==> config.mk <==
export PLATFORM = sky130hd
export DESIGN_NAME = shelf_atlas_packer_unit
export DESIGN_NICKNAME = d
export VERILOG_FILES = /design/src/hw/rtl/sap_pkg.sv /design/src/hw/rtl/shelf_atlas_packer_unit.sv
export VERILOG_INCLUDE_DIRS = /design/src /design/src/hw/rtl
export SDC_FILE = /design/constraint.sdc
export NUM_CORES = 2
export LEC_CHECK = 0
export BUFFER_PORTS_ARGS = -buffer_cell sky130_fd_sc_hd__buf_2
export CAP_MARGIN = 0
export CORE_AREA = 2 2 461 805
export DETAILED_ROUTE_END_ITERATION = 16
export DIE_AREA = 0 0 463 807
export MAX_ROUTING_LAYER = met4
export SLEW_MARGIN = 20
export SYNTH_ARGS = -nofsm -noshare
export SYNTH_HDL_FRONTEND = slang
export SYNTH_SLANG_ARGS = --single-unit
==> constraint.sdc <==
create_clock -name i_clk -period 10.45 [get_ports i_clk]
set_clock_uncertainty 0.15 [all_clocks]
set_input_delay 3.135 -clock i_clk [delete_from_list [all_inputs] [get_ports i_clk]]
set_output_delay 3.135 -clock i_clk [all_outputs]
set_load 0.005 [all_outputs]
==> src/hw/rtl/shelf_atlas_packer_unit_assert.svh <==
// assertion macros for the shelf atlas packer
// expects i_clk and i_rst_n in the scope of use
`ifndef SHELF_ATLAS_PACKER_UNIT_ASSERT_SVH
`define SHELF_ATLAS_PACKER_UNIT_ASSERT_SVH

// same-cycle implication, checked out of reset
`define SAP_ASSERT_IMP(label, ante, cons) \
    label: assert property (@(posedge i_clk) disable iff (!i_rst_n) (ante) |-> (cons)) \
        else $error("shelf atlas packer check failed");

// next-cycle implication, checked out of reset
`define SAP_ASSERT_NEXT(label, ante, cons) \
    label: assert property (@(posedge i_clk) disable iff (!i_rst_n) (ante) |=> (cons)) \
        else $error("shelf atlas packer check failed");

`endif

==> src/hw/rtl/sap_pkg.sv <==
// shared types and constants of the shelf atlas packer
// no dependencies
package sap_pkg;

    localparam int ATLAS_SIZE_DEF    = 1024;
    localparam int MAX_SHELVES_DEF   = 64;
    localparam int MAX_PER_SHELF_DEF = 256;

    // fixed field widths
    localparam int DIM_W    = 12;
    localparam int COORD_W  = 10;
    localparam int SHELF_W  = 6;
    localparam int STATUS_W = 2;
    localparam int S_DATA_W = 24;
    localparam int M_DATA_W = 32;

    typedef enum logic [STATUS_W-1:0] {
        STAT_PLACED   = 2'd0,
        STAT_TOO_WIDE = 2'd1,
        STAT_NO_ROOM  = 2'd2,
        STAT_CLEARED  = 2'd3
    } t_status;

    typedef enum logic [1:0] {
        ST_IDLE,
        ST_SCAN,
        ST_OPEN,
        ST_EMIT
    } t_state;

endpackage

==> src/hw/rtl/shelf_atlas_packer_unit.sv <==
// shelf atlas packer top level: first-fit shelf placement over a shelf memory
// depends on sap_pkg and shelf_atlas_packer_unit_assert.svh
// sequence: a clear goes through ST_EMIT to the output register; a placement reads the open
// shelves in order in ST_SCAN, goes through ST_OPEN when none fits, then hands off in ST_EMIT
// throughput: one item at a time, a new one taken only in ST_IDLE; output stalls hold ST_EMIT
// reset: shelf count, atlas top and output valid clear; shelf memory is not cleared
`include "shelf_atlas_packer_unit_assert.svh"

module shelf_atlas_packer_unit #(
    parameter int ATLAS_SIZE    = sap_pkg::ATLAS_SIZE_DEF,
    parameter int MAX_SHELVES   = sap_pkg::MAX_SHELVES_DEF,
    parameter int MAX_PER_SHELF = sap_pkg::MAX_PER_SHELF_DEF
) (
    input  logic                          i_clk,
    input  logic                          i_rst_n,
    input  logic                          s_axis_tvalid,
    output logic                          s_axis_tready,
    // glyph_width [11:0], glyph_height [23:12]
    input  logic [sap_pkg::S_DATA_W-1:0]  s_axis_tdata,
    // kind [0]
    input  logic [0:0]                    s_axis_tuser,
    output logic                          m_axis_tvalid,
    input  logic                          m_axis_tready,
    // origin_x [9:0], origin_y [19:10], shelf_index [25:20], zero [31:26]
    output logic [sap_pkg::M_DATA_W-1:0]  m_axis_tdata,
    // status [1:0]
    output logic [sap_pkg::STATUS_W-1:0]  m_axis_tuser
);
    import sap_pkg::*;

    // coordinate width holds 0..ATLAS_SIZE
    localparam int CW   = $clog2(ATLAS_SIZE + 1);
    // compare width for sums of coordinates and input dimensions
    localparam int SUMW = ((CW > DIM_W) ? CW : DIM_W) + 1;
    localparam int EW   = $clog2(MAX_PER_SHELF + 1);
    localparam int SW   = (MAX_SHELVES > 1) ? $clog2(MAX_SHELVES) : 1;
    localparam int NW   = $clog2(MAX_SHELVES + 1);

    typedef struct packed {
        logic [CW-1:0] baseline;
        logic [CW-1:0] height;
        logic [CW-1:0] next_x;
        logic [EW-1:0] entries;
    } t_shelf;

    // shelf memory: one write and one registered read per cycle
    t_shelf mem_shelf [MAX_SHELVES];
    t_shelf r_rd_data;
    logic            rd_en;
    logic [SW-1:0]   rd_addr;
    logic            wr_en;
    logic [SW-1:0]   wr_addr;
    t_shelf          wr_data;

    t_state          r_state, n_state;
    logic [NW-1:0]   r_open,  n_open;   // open shelf count
    logic [CW-1:0]   r_top,   n_top;    // top edge of the last shelf
    logic [SW-1:0]   r_idx,   n_idx;    // shelf whose data sits in r_rd_data

    // item under work
    logic [DIM_W-1:0] r_w, r_h;

    // pending result
    logic             load_pend;
    t_status          r_p_status, n_p_status;
    logic [COORD_W-1:0] r_p_x, n_p_x, r_p_y, n_p_y;
    logic [SHELF_W-1:0] r_p_s, n_p_s;

    // output register
    logic                 r_m_valid;
    logic [M_DATA_W-1:0]  r_m_data;
    t_status              r_m_status;

    logic s_xfer, out_free, emit;
    logic hit, more;
    logic [SUMW-1:0] new_top;

    assign s_axis_tready = (r_state == ST_IDLE);
    assign s_xfer        = s_axis_tvalid && s_axis_tready;
    assign out_free      = !r_m_valid || m_axis_tready;
    assign emit          = (r_state == ST_EMIT) && out_free;

    // fit test on the shelf read in the previous cycle
    assign hit = (SUMW'(r_h) <= SUMW'(r_rd_data.height))
              && (r_rd_data.entries < EW'(MAX_PER_SHELF))
              && (SUMW'(r_rd_data.next_x) + SUMW'(r_w) <= SUMW'(ATLAS_SIZE));
    // another open shelf left after this one
    assign more    = ((NW+1)'(r_idx) + 1'b1) < (NW+1)'(r_open);
    assign new_top = SUMW'(r_top) + SUMW'(r_h);

    always_comb begin
        n_state    = r_state;
        n_open     = r_open;
        n_top      = r_top;
        n_idx      = r_idx;
        rd_en      = 1'b0;
        rd_addr    = '0;
        wr_en      = 1'b0;
        wr_addr    = r_idx;
        wr_data    = r_rd_data;
        load_pend  = 1'b0;
        n_p_status = STAT_PLACED;
        n_p_x      = '0;
        n_p_y      = '0;
        n_p_s      = '0;
        case (r_state)
            ST_IDLE: begin
                if (s_xfer) begin
                    if (s_axis_tuser[0]) begin
                        // clear empties the atlas at once
                        n_open     = '0;
                        n_top      = '0;
                        load_pend  = 1'b1;
                        n_p_status = STAT_CLEARED;
                        n_state    = ST_EMIT;
                    end else if (r_open == '0) begin
                        n_state = ST_OPEN;
                    end else begin
                        rd_en   = 1'b1;
                        rd_addr = '0;
                        n_idx   = '0;
                        n_state = ST_SCAN;
                    end
                end
            end
            ST_SCAN: begin
                if (hit) begin
                    // put the rectangle at the shelf's next free column
                    wr_en          = 1'b1;
                    wr_addr        = r_idx;
                    wr_data        = r_rd_data;
                    wr_data.next_x = CW'(SUMW'(r_rd_data.next_x) + SUMW'(r_w));
                    wr_data.entries = r_rd_data.entries + 1'b1;
                    load_pend      = 1'b1;
                    n_p_status     = STAT_PLACED;
                    n_p_x          = COORD_W'(r_rd_data.next_x);
                    n_p_y          = COORD_W'(r_rd_data.baseline);
                    n_p_s          = SHELF_W'(r_idx);
                    n_state        = ST_EMIT;
                end else if (more) begin
                    rd_en   = 1'b1;
                    rd_addr = SW'(r_idx + 1'b1);
                    n_idx   = SW'(r_idx + 1'b1);
                end else begin
                    n_state = ST_OPEN;
                end
            end
            ST_OPEN: begin
                load_pend = 1'b1;
                n_state   = ST_EMIT;
                if (SUMW'(r_w) > SUMW'(ATLAS_SIZE)) begin
                    n_p_status = STAT_TOO_WIDE;
                end else if (r_open >= NW'(MAX_SHELVES)
                             || new_top > SUMW'(ATLAS_SIZE)) begin
                    n_p_status = STAT_NO_ROOM;
                end else begin
                    // new shelf above the last one, holding this rectangle
                    wr_en            = 1'b1;
                    wr_addr          = SW'(r_open);
                    wr_data.baseline = r_top;
                    wr_data.height   = CW'(r_h);
                    wr_data.next_x   = CW'(r_w);
                    wr_data.entries  = EW'(1);
                    n_open           = r_open + 1'b1;
                    n_top            = CW'(new_top);
                    n_p_status       = STAT_PLACED;
                    n_p_x            = '0;
                    n_p_y            = COORD_W'(r_top);
                    n_p_s            = SHELF_W'(r_open);
                end
            end
            ST_EMIT: begin
                if (out_free) begin
                    n_state = ST_IDLE;
                end
            end
            default: begin
                n_state = ST_IDLE;
            end
        endcase
    end

    always_ff @(posedge i_clk) begin
        if (rd_en) begin
            r_rd_data <= mem_shelf[rd_addr];
        end
        if (wr_en) begin
            mem_shelf[wr_addr] <= wr_data;
        end
    end

    always_ff @(posedge i_clk) begin
        if (!i_rst_n) begin
            r_state   <= ST_IDLE;
            r_open    <= '0;
            r_top     <= '0;
            r_m_valid <= 1'b0;
        end else begin
            r_state <= n_state;
            r_open  <= n_open;
            r_top   <= n_top;
            if (emit) begin
                r_m_valid <= 1'b1;
            end else if (m_axis_tready) begin
                r_m_valid <= 1'b0;
            end
        end
    end

    // payload registers
    always_ff @(posedge i_clk) begin
        r_idx <= n_idx;
        if (s_xfer) begin
            r_w <= s_axis_tdata[DIM_W-1:0];
            r_h <= s_axis_tdata[2*DIM_W-1:DIM_W];
        end
        if (load_pend) begin
            r_p_status <= n_p_status;
            r_p_x      <= n_p_x;
            r_p_y      <= n_p_y;
            r_p_s      <= n_p_s;
        end
        if (emit) begin
            r_m_status <= r_p_status;
            r_m_data   <= {(M_DATA_W - 2*COORD_W - SHELF_W)'(0), r_p_s, r_p_y, r_p_x};
        end
    end

    assign m_axis_tvalid = r_m_valid;
    assign m_axis_tdata  = r_m_data;
    assign m_axis_tuser  = r_m_status;

    `SAP_ASSERT_IMP(a_open_bound, 1'b1, r_open <= NW'(MAX_SHELVES))
    `SAP_ASSERT_IMP(a_top_bound, 1'b1, SUMW'(r_top) <= SUMW'(ATLAS_SIZE))
    `SAP_ASSERT_IMP(a_scan_in_range, r_state == ST_SCAN, (NW+1)'(r_idx) < (NW+1)'(r_open))
    `SAP_ASSERT_IMP(a_unplaced_zero, m_axis_tvalid && m_axis_tuser != STAT_PLACED,
                    m_axis_tdata == '0)
    `SAP_ASSERT_NEXT(a_clear_empties, s_xfer && s_axis_tuser[0], r_open == '0 && r_top == '0)

endmodule

Word level (Yosys, flattened, before mapping)

Memory sizes are Yosys's and may differ from the RTL's. A register that Yosys moved wholly into a read port is not among the register bits.
Cells that the tools add are included.

Order comparisons: 7
Muxes and demuxes: 63
Equality and inequality tests: 13
Reductions and logical operators: 16
Add/sub/neg operators: 6

Operators by type and width:

| operator               | number |
|---|---|
| $mux W42               | 2 |
| $mux W6                | 14 |
| $pmux W42 S2           | 1 |
| $mux W11               | 4 |
| $mux W10               | 3 |
| $mux W7                | 4 |
| $add A11 B12 Y13       | 2 |
| $pmux W6 S2            | 2 |
| $pmux W11 S2           | 1 |
| $mux W2                | 10 |
| $mux W20               | 1 |
| $pmux W10 S2           | 1 |
| $mux W1                | 14 |
| $ne A2 B2 Y1 const B   | 7 |
| $pmux W7 S2            | 1 |
| $gt A13 B11 Y1 const B | 1 |
| $le A13 B11 Y1 const B | 1 |
| $gt A12 B11 Y1 const B | 1 |
| $le A12 B11 Y1         | 1 |
| $add A9 B1 Y9 const B  | 1 |
| $lt A9 B9 Y1 const B   | 1 |
| $pmux W2 S4            | 1 |
| $add A6 B1 Y7 const B  | 1 |
| $add A7 B1 Y7 const B  | 1 |
| other kinds (20)       | 29 |

Flip-flop bits (word level): 107
Bits of input ports: 29
Word-level logic and storage cells: 119
Memories: 1
Memory bits (writable): 2688
Output and inout port bits: 36

Memories:

| name      | depth | bits a word | read ports | clocked after memory_dff | write ports | RTL line                      | source |
|---|---|---|---|---|---|---|---|
| mem_shelf | 64    | 42          | 1          | 1                        | 1           | shelf_atlas_packer_unit.sv:47 | `t_shelf mem_shelf [MAX_SHELVES];` |

Depth between registers and ports, before layout

Depth after elaboration: 8
Gate-level depth with buffers: 18
Mapped depth without buffers: 14

Worst setup path after synthesis

OpenSTA, ideal clock, no wires.

Path type: register to register
Start point: register r_h[0]
End point: memory mem_shelf[0][0] (netlist name) (data pin)
Data required time: 9.291 ns
Arrival: 6.963 ns
Clock period less this slack: 8.122 ns
Cell stages (with the launch flop): 13
Setup slack: 2.328 ns
Setup time: 1.009 ns
Buffers on the path: 0
Path through: edfxtp_1 > ha_1 > fa_1 > a21o_1 > a21oi_1 > o21ai_0 > a21oi_1 > xnor2_1 > or4_1 > nor3_1 > o22a_1 > nand2_1 > o311ai_0

RTL lines:

| item                   | RTL line                       | source |
|---|---|---|
| start, declared        | shelf_atlas_packer_unit.sv:61  | `logic [DIM_W-1:0] r_w, r_h;` |
| start signal, assigned | shelf_atlas_packer_unit.sv:215 | `r_h <= s_axis_tdata[2*DIM_W-1:DIM_W];` |
| end, declared          | shelf_atlas_packer_unit.sv:47  |  |

Worst setup path in the final report

Start point: register r_idx[0]
End point: register r_rd_data[9] (netlist name)

Word-level cells in the longest chain between the ends: 5
Elaborated cells between the ends (all ways): 9
Those cells by class: 2 x add/sub; 1 x order compare; 6 x mux

RTL lines:

| item                                          | RTL line                       | source |
|---|---|---|
| start, declared                               | shelf_atlas_packer_unit.sv:58  | `logic [SW-1:0] r_idx, n_idx;` |
| start signal, assigned                        | shelf_atlas_packer_unit.sv:212 | `r_idx <= n_idx;` |
| $add A6 B1 Y7                                 | shelf_atlas_packer_unit.sv:88  | `assign more = ((NW+1)'(r_idx) + 1'b1) < (NW+1)'(r_open);` |
| $lt A7 B7 Y1                                  | shelf_atlas_packer_unit.sv:88  |  |
| $mux W1 / $mux W6 (equally long branches)     | shelf_atlas_packer_unit.sv:140 | `end else if (more) begin` |
| $mux W1 / $mux W6 (equally long branches)     | shelf_atlas_packer_unit.sv:127 | `if (hit) begin` |
| $pmux W1 S2 / $mux W6 (equally long branches) | -                              |  |

Several ways; a longest one is shown, not always the timed one.
A chain may end at the register's enable or synchronous reset.

==> results.json <==
{
  "syn_area_mm2": 0.110,
  "vdd_drop_max_uv": 190,
  "ys_top_cells_by_area": "edfxtp_1, nand2_1, o21ai_0",
  "route.final.wire_length_um": 368000,
  "yosys.area.top_type": "edfxtp_1",
  "first_global_vias": 68600,
  "io_buffer_count": 58,
  "cts_root_buf": "clkbuf_16",
  "place_ws_ps": 3320,
  "area_growth_pct": 13.1,
  "total_power_mw": 28.8,
  "grt_pass1_wl_um": 513000,
  "cts.htree.levels": 4,
  "cpMaxStageDelayCell": "o21ai_0",
  "crit_buf_inv": 3,
  "setup_viol": 0,
  "placed_cell_area_mm2": 0.117,
  "cp_cell_sequence": "buf_12, ha_4, xnor2_1, clkinv_1, ha_1, o211ai_1, a21o_1, nand2_1, or3_4, buf_4, a31oi_1, o21ai_0, nand4_1",
  "fin_ws_ps": 3060,
  "drive_gt1_frac": 0.113,
  "max_stage_delay_ps": 980,
  "worstMarginPinSlew_ps": 1220,
  "fin_nets": 7607,
  "setup.worst_path.class": "register to register",
  "final.period_utilization": 0.707,
  "cp-end-kind": "register",
  "clock_latency_ps": 920,
  "worstPathMaxFanout": 93,
  "synth_top_cell_area_share": 0.753,
  "clock_path_buffers": 4,
  "ys_ff_latch": 2772,
  "drv_slew": 0,
  "final-hold-violation-count": 0,
  "critPathArrivalTime_ps": 7610,
  "overflow": 0,
  "ys_types": 85,
  "outcome": "completed",
  "hold_path_class": "register to register",
  "synthArstFlopShare": 0,
  "synth_seq_area_share": 0.757,
  "vias": 69700,
  "dieArea_mm2": 0.374,
  "synth_edf_count": 2751,
  "grt_max_degree": 119,
  "startpoint_type": "register",
  "fin_util": 0.338,
  "finalInstanceArea_mm2": 0.124,
  "powerDensity_mw_per_mm2": 232,
  "yosys_most_used_dff": "edfxtp_1",
  "setup_tns_ps": 0,
  "drc_errors": 0,
  "p_leak_nw": 38.3,
  "slew_headroom": 0.177,
  "yosysMostFrequentCell": "edfxtp_1",
  "numCtsBuffers": 224,
  "gp_congestion": 0.923,
  "rsz0062_at_grt": "false",
  "core_area_mm2": 0.367,
  "cp.required_ps": 10670,
  "avgViaCountPerCell": 5.53,
  "start_util": 0.299,
  "first_pass_iters": 6,
  "postCtsHoldBufs": 0,
  "path_clk_slew_ps": 70,
  "grt_usage": 0.195,
  "clock-sinks": 2772,
  "synthTopCellsByCount": "edfxtp_1, nand2_1, nor2_1",
  "num_rows": 294,
  "maxCapViolations": 0,
  "cts_tree": "yes",
  "post_cts_resize_count": 0,
  "finalCriticalPeriod_ps": 7390,
  "synth_cells": 7519,
  "hpwl_um": 208000,
  "die_h_um": 807,
  "antenna_found_initial": 12,
  "postSynthAreaPerCell_um2": 14.6,
  "io_pins": 65,
  "ant_nets": 0,
  "fmax_ghz": 0.135,
  "die_w_um": 463,
  "cts_setup_buffers": 0,
  "drtIter0Drc": 8295,
  "critical_path.top_delay_family": "simple AND/OR/NAND/NOR gates",
  "fin_cells": 12600,
  "ys_warn_count": 0,
  "dpl.cell_count": 12200,
  "routedWlPerCell_um": 29.2,
  "holdWs_ps": 266
}
kinds of logic (layout without fill, tap and decap cells):
logic type | after synthesis | after routing | share of synthesized area
flip-flops | 2772 | 2772 | 0.757
AND/OR/NAND/NOR | 1871 | 1871 | 0.0731
AO/OA/AOI/OAI | 1850 | 1850 | 0.113
buffers and inverters | 707 | 886 | 0.0252
multiplexers | 251 | 251 | 0.0243
adder cells (fa/ha/maj) | 50 | 50 | 0.00584
XOR/XNOR | 17 | 17 | 0.00136
other | 1 | 14 | 0.0000342
worst register-to-register path, cell delays in order (launching register included):
cell and delay [ps]:
edfxtp_1 410, buf_12 310, ha_4 310, xnor2_1 520, clkinv_1 630, ha_1 490, o211ai_1 90, a21o_1 190
nand2_1 290, or3_4 710, buf_4 770, a31oi_1 90, o21ai_0 980, nand4_1 920
worst paths after layout:
kind,startpoint,end,slack (ps),cells past startpoint
hold / removal,r_p_y[7],m_axis_tdata[17],270,0
setup / recovery,r_idx[0],r_rd_data[9],3060,13
setup reg to reg,r_idx[0],r_rd_data[9],3060,13
hold reg to reg,r_p_y[7],m_axis_tdata[17],270,0
flip-flops by register name, indices dropped and copies added (netlist names), 6 cells and up:
name,cells
m_axis_tdata,26
r_p_y,10
r_top,11
r_h,12
r_p_s,6
r_idx,6
r_p_x,10
r_open,7
r_w,12
mem_shelf,2624
r_rd_data,41
final cells by class:
class                      count  area, µm²
timing repair buffer         260       2090
multi-input combinational   4045      24900
clock inverter               140       1180
tap                         4884       6110
sequential                  2772      83000
fill                       35100     243000
clock buffer                 261       5810
antenna                        8       20.0
inverter                     225        860
layout by cell type, fill, tap and decap left out, types with 70 or more instances in the layout:
cell type  instances
nand3_1          293
a21oi_1          330
o22ai_1          283
o2111ai_1         78
o221ai_1         128
nand2_1          872
nor2_1           403
edfxtp_1        2751
buf_4            179
mux2i_1          125
inv_1            221
mux2_2           125
nand4_1           81
o211ai_1         160
clkbuf_16        226
o21ai_0          357
a311oi_1          70
power breakdown:
group,internal (mW),leakage (nW),switching (mW),total (mW)
clock network,4.38,3.41,4.03,8.42
logic,1.15,9.78,4.92,6.07
registers,14.2,25.1,0.101,14.3
total,19.7,38.3,9.06,28.8
metal layers:
metal	vias up	share of wire	wire [µm]	global-route usage
li1	29200	-	-	-
met3	1107	0.077	28200	0.0260
met5	-	0	0	-
met1	35400	0.34	125000	0.209
met4	0	0.071	26100	0.118
met2	3928	0.51	189000	0.344
(Power assumes the default switching activity.)
